<file path="src/sv/assert_macros.svh">
// Assertion macros shared by the RTL files.
`ifndef ASSERT_MACROS_SVH
`define ASSERT_MACROS_SVH
`ifndef SYNTHESIS
// Property checked on every clock edge while out of reset.
`define ASSERT_CLK(label, clk, rst_n, prop, msg) \
    label: assert property (@(posedge clk) disable iff (!rst_n) (prop)) else $error(msg);
// Property checked on every clock edge, reset included.
`define ASSERT_ALWAYS(label, clk, prop, msg) \
    label: assert property (@(posedge clk) (prop)) else $error(msg);
`else
`define ASSERT_CLK(label, clk, rst_n, prop, msg)
`define ASSERT_ALWAYS(label, clk, prop, msg)
`endif
`endif

</file>
<file path="src/sv/stmj_pkg.sv">
// ----------------------------------------------------------------------------
// stmj_pkg
// Operation and status codes and the engine state encoding of the sorted
// table merge join.
// ----------------------------------------------------------------------------
package stmj_pkg;

    // Operation codes.
    localparam logic [1:0] OP_INSERT   = 2'd0;
    localparam logic [1:0] OP_TRUNCATE = 2'd1;
    localparam logic [1:0] OP_ISECT    = 2'd2;
    localparam logic [1:0] OP_SYMDIFF  = 2'd3;

    // Result status codes.
    localparam logic [1:0] ST_OK    = 2'd0;
    localparam logic [1:0] ST_DUP   = 2'd1;
    localparam logic [1:0] ST_FULL  = 2'd2;
    localparam logic [1:0] ST_EMPTY = 2'd3;

    // Engine states.
    typedef enum logic [2:0] {
        S_IDLE,
        S_SEARCH,
        S_SHIFT,
        S_WALK,
        S_EMIT,
        S_DONE
    } eng_state_t;

endpackage

</file>
<file path="src/sv/stmj_front.sv">
// ----------------------------------------------------------------------------
// stmj_front
// Command queue: accepts input transfers and holds them until the engine
// takes them, so that the input side and the engine stall independently.
// ----------------------------------------------------------------------------
`include "assert_macros.svh"
module stmj_front
    import stmj_pkg::*;
#(
    parameter int W = 67
) (
    input  logic         clk,
    input  logic         rst_n,
    input  logic         in_valid,
    output logic         in_ready,
    input  logic [W-1:0] in_data,
    output logic         cmd_valid,
    input  logic         cmd_ready,
    output logic [W-1:0] cmd_data
);

    logic [W-1:0] q_reg [2];
    logic         wp_reg, rp_reg;
    logic [1:0]   cnt_reg;
    logic         push, pop;

    assign in_ready  = (cnt_reg != 2'd2);
    assign cmd_valid = (cnt_reg != 2'd0);
    assign cmd_data  = q_reg[rp_reg];
    assign push      = in_valid && in_ready;
    assign pop       = cmd_valid && cmd_ready;

    // Queue pointers and fill count.
    always_ff @(posedge clk or negedge rst_n)
    begin
        if (!rst_n)
        begin
            wp_reg  <= 1'b0;
            rp_reg  <= 1'b0;
            cnt_reg <= 2'd0;
        end
        else
        begin
            if (push)
            begin
                wp_reg <= ~wp_reg;
            end
            if (pop)
            begin
                rp_reg <= ~rp_reg;
            end
            cnt_reg <= cnt_reg + {1'b0, push} - {1'b0, pop};
        end
    end

    // Queue storage.
    always_ff @(posedge clk)
    begin
        if (push)
        begin
            q_reg[wp_reg] <= in_data;
        end
    end

    `ASSERT_CLK(a_cnt_range, clk, rst_n, cnt_reg != 2'd3, "queue count overflow")
    `ASSERT_CLK(a_ptr_cnt, clk, rst_n,
        (cnt_reg == 2'd1) == (wp_reg != rp_reg), "queue pointers disagree with count")
    `ASSERT_CLK(a_pop_nonempty, clk, rst_n, pop |-> cnt_reg != 2'd0, "pop from empty queue")

endmodule

</file>
<file path="config.mk">
export PLATFORM = sky130hd
export DESIGN_NAME = stmj_front
export DESIGN_NICKNAME = d
export VERILOG_FILES = /design/src/sv/stmj_pkg.sv /design/src/sv/stmj_front.sv
export VERILOG_INCLUDE_DIRS = /design/src /design/src/sv
export SDC_FILE = /design/constraint.sdc
export NUM_CORES = 1
export LEC_CHECK = 0
export BUFFER_PORTS_ARGS = -buffer_cell sky130_fd_sc_hd__buf_2
export CAP_MARGIN = 20
export CORE_MARGIN = 1
export CORE_UTILIZATION = 45
export CTS_CLUSTER_SIZE = 40
export DETAILED_ROUTE_END_ITERATION = 8
export GPL_ROUTABILITY_DRIVEN = 1
export PLACE_DENSITY_LB_ADDON = 0.05
export SYNTH_ARGS = -nofsm -noshare
export SYNTH_HDL_FRONTEND = slang
export SYNTH_SLANG_ARGS = --single-unit
</file>
<file path="constraint.sdc">
create_clock -name clk -period 5 [get_ports clk]
set_input_delay 0 -clock clk [delete_from_list [all_inputs] [get_ports clk]]
set_output_delay 0 -clock clk [all_outputs]
set_load 0.005 [all_outputs]
</file>
==> flow_summary_export.csv <==
group,metric,value,unit
floorplanning,pin_count,140,
sta,finalHoldViolations,0,
cells_and_area,syn2layout_area_growth,42.1,%
sta,slew_headroom,0.312,
cells_and_area,fillCellCount,789,
floorplanning,fp-row-count,38,
logic_synthesis,syn-num-nets,299,
grt,antenna_found_initial,0,
logic_synthesis,yosys.area_share.adder,0.00489,
clock_network,htreeDepth,4,
power_and_ir_drop,p_clk_frac,0.313,
clock_network,cts.sinks,138,
logic_synthesis,ys_types,17,
critical_path,crit_type,"reg -> reg",
critical_path,critPathMaxFanout,37,
power_and_ir_drop,seq_power_share,0.445,
grt,grt-ovfl-total,0,
placed_design,dp_hpwl,5630,um
sta,fin_tns_setup,0,ns
outcome,status,"completed",
logic_synthesis,synthTopCellsByArea,"edfxtp_1, mux2_2, mux2_4",
cells_and_area,layout_commonest_cell,"buf_2",
clock_network,cts_setup_buffers,0,
drt,post_drt_wl_per_cell,15.1,um
cells_and_area,drive_above_1_share,0.529,
drt,wl_met2,4620,um
drt,totalWireLength,9080,um
cells_and_area,antenna_cells,0,
critical_path,cp-start-kind,"register",
floorplanning,fp.dieH,109,um
cells_and_area,final_area,7280,sq um
logic_synthesis,synthCells,226,
run,cap_violations,0,
power_and_ir_drop,cellLeakagePower,2.84,nW
drt,vias,2834,
cells_and_area,largest_reg_flops,134,
clock_network,numCtsBuffers,17,
logic_synthesis,synth-warning-count,0,
drt,highest_layer,"met4",
floorplanning,initial_core_util,0.466,
logic_synthesis,synth_top_family_by_area,"multiplexers",
drt,dr.pass1.iters,4,
logic_synthesis,synth-seq-area-share,0.805,
logic_synthesis,synth_mux_area_frac,0.162,
floorplanning,dieArea,11800,sq um
hold_path,hold_path.class,"in -> reg",
placed_design,gp_congestion,0.683,
critical_path,cp-end-kind,"register",
sta,setup-violations-final,0,
cells_and_area,layout_common_cells,"buf_2, edfxtp_1, dlygate4sd3_1, mux2_2, mux2_4",
grt,grt_pass1_wl,13900,um
logic_synthesis,avgSynthCellArea,22.7,sq um
placed_design,placed_area,5970,sq um
grt,grt_max_degree,69,
critical_path,worstPathArrival,2.29,ns
clock_network,root_buffer,"clkbuf_16",
sta,rsz0062_at_grt,"false",
power_and_ir_drop,ir_drop,0.447,mV
power_and_ir_drop,p_sw,0.00103,W
sta,min_period,2.23,ns
drt,wl_met3,665,um
sta,worst_slew_pin_slew,1.03,ns
clock_network,cts_tree,"yes",
logic_synthesis,yosys.area_share.simple,0.00635,
clock_network,worstSkewPairLatency,0.40,ns
power_and_ir_drop,p_per_area,544,nW/um^2
drt,wl_met1,3700,um
power_and_ir_drop,comb_power_share,0.242,
drt,drc_errors,0,
floorplanning,fp.coreArea,11000,sq um
logic_synthesis,ys_ff_latch,138,
logic_synthesis,synth_compound_area_frac,0,
logic_synthesis,syn_area,5120,sq um
sta,fin_worst_skew,0.00857,ns
power_and_ir_drop,swShare,0.259,
cells_and_area,nets,523,
placed_design,portBuffers,139,
logic_synthesis,yosysTopAreaCellShare,0.786,
grt,grt_pass1_vias,2971,
logic_synthesis,synth_top_area_cell,"edfxtp_1",
sta,period_share,0.447,
drt,drtAntennaViolNets,0,
clock_network,clockBufferDepth,2,
drt,drtIter0Drc,56,
sta,slew_violations,0,
clock_network,path_clk_slew,0.06,ns
floorplanning,dieWidth,109,um
power_and_ir_drop,p_int,0.00294,W
critical_path,crit_required,5.05,ns
drt,via_per_inst,4.70,
sta,fmax,448,MHz
grt,grt.total_usage,0.164,
clock_network,post_cts_resized,0,
logic_synthesis,synth_xor_xnor_area_share,0.00684,
-- worst max-delay path, cell delays in order, from the launching register on --
cell and delay, ns:
dfrtp_1 0.41, nand2b_1 0.13, and3_2 0.80, buf_4 0.52
-- synthesized netlist by cell type --
| library cell | instances |
|---|---|
| and2_1 | 1 |
| mux2_4 | 20 |
| nand2b_1 | 1 |
| dfrtp_1 | 4 |
| xor2_1 | 1 |
| ha_1 | 2 |
| nand2_1 | 1 |
| mux2_2 | 47 |
| edfxtp_1 | 134 |
| xnor2_1 | 3 |
| buf_2 | 4 |
| buf_6 | 2 |
| buf_8 | 2 |
| or2_2 | 1 |
| and3_1 | 1 |
| inv_1 | 1 |
| nor2_1 | 1 |
-- timing repair --
item	4_1_cts	5_1_grt
hold buffers	71	0
endpoints found under the setup margin	0	0
endpoints found under the hold margin	140	0
-- power by group through the flow --
stage	Clock (W)	Sequential, W	Combinational (W)
2_1_floorplan	0	0.00167	0.000685
3_3_place_gp	0	0.00179	0.000928
3_5_place_dp	0	0.00180	0.000934
4_1_cts	0.00126	0.00177	0.000983
5_1_grt	0.00131	0.00180	0.00105
6_report	0.00124	0.00176	0.000960
-- area by class of cell --
cell class	count	area [sq um]	share of cell area
clock buffers	17	425	0.0584
repair buffers	213	1440	0.198
clock inverters	15	176	0.0242
inverters	1	3.75	0.000516
flip-flops and latches	138	4130	0.567
multi-input cells	79	931	0.128
well taps	140	175	0.0241
-- per-stage QoR --
step                      hold WS [ns]  setup WS (ns)  total power [W]  std cells  utilization
after global routing             0.305           2.62          0.00416        603        0.663
after detailed placement        -0.184           2.75          0.00273        500        0.543
after CTS                        0.293           2.73          0.00402        603        0.663
final                            0.313           2.77          0.00396        603        0.663
after floorplan                 -0.296           1.09          0.00235        226            -
after global placement          -0.189           2.52          0.00271        499        0.542
-- final timing paths --
check / startpoint / depth (start not counted) / to / slack [ns]
worst min register to register: cnt_reg[0]$_DFF_PN0_ / 1 / cnt_reg[0]$_DFF_PN0_ / 0.52
max in group asynchronous: rst_n / 3 / rp_reg$_DFFE_PN0P_ / 4.30
min in group asynchronous: rst_n / 3 / cnt_reg[0]$_DFF_PN0_ / 0.50
worst min-delay path: in_data[22] / 2 / q_reg[0][22]$_DFFE_PP_ / 0.31
worst max register to register: cnt_reg[1]$_DFF_PN0_ / 3 / q_reg[1][30]$_DFFE_PP_ / 2.77
worst max-delay path: cnt_reg[1]$_DFF_PN0_ / 3 / q_reg[1][30]$_DFFE_PP_ / 2.77
-- cell families after synthesis --
group	Yosys count
flip-flops	138
multiplexers	67
buffers and inverters	9
AND/OR/NAND/NOR	6
XOR/XNOR	4
adder cells (fa/ha/maj)	2
-- per-layer routing --
layer | up-vias | GRT usage
met5 | - | 0
met4 | 0 | 0.0666
met3 | 8 | 0.0699
met2 | 106 | 0.283
met1 | 1373 | 0.176
li1 | 1347 | -
No activity file was read; power rests on OpenSTA's default activity.
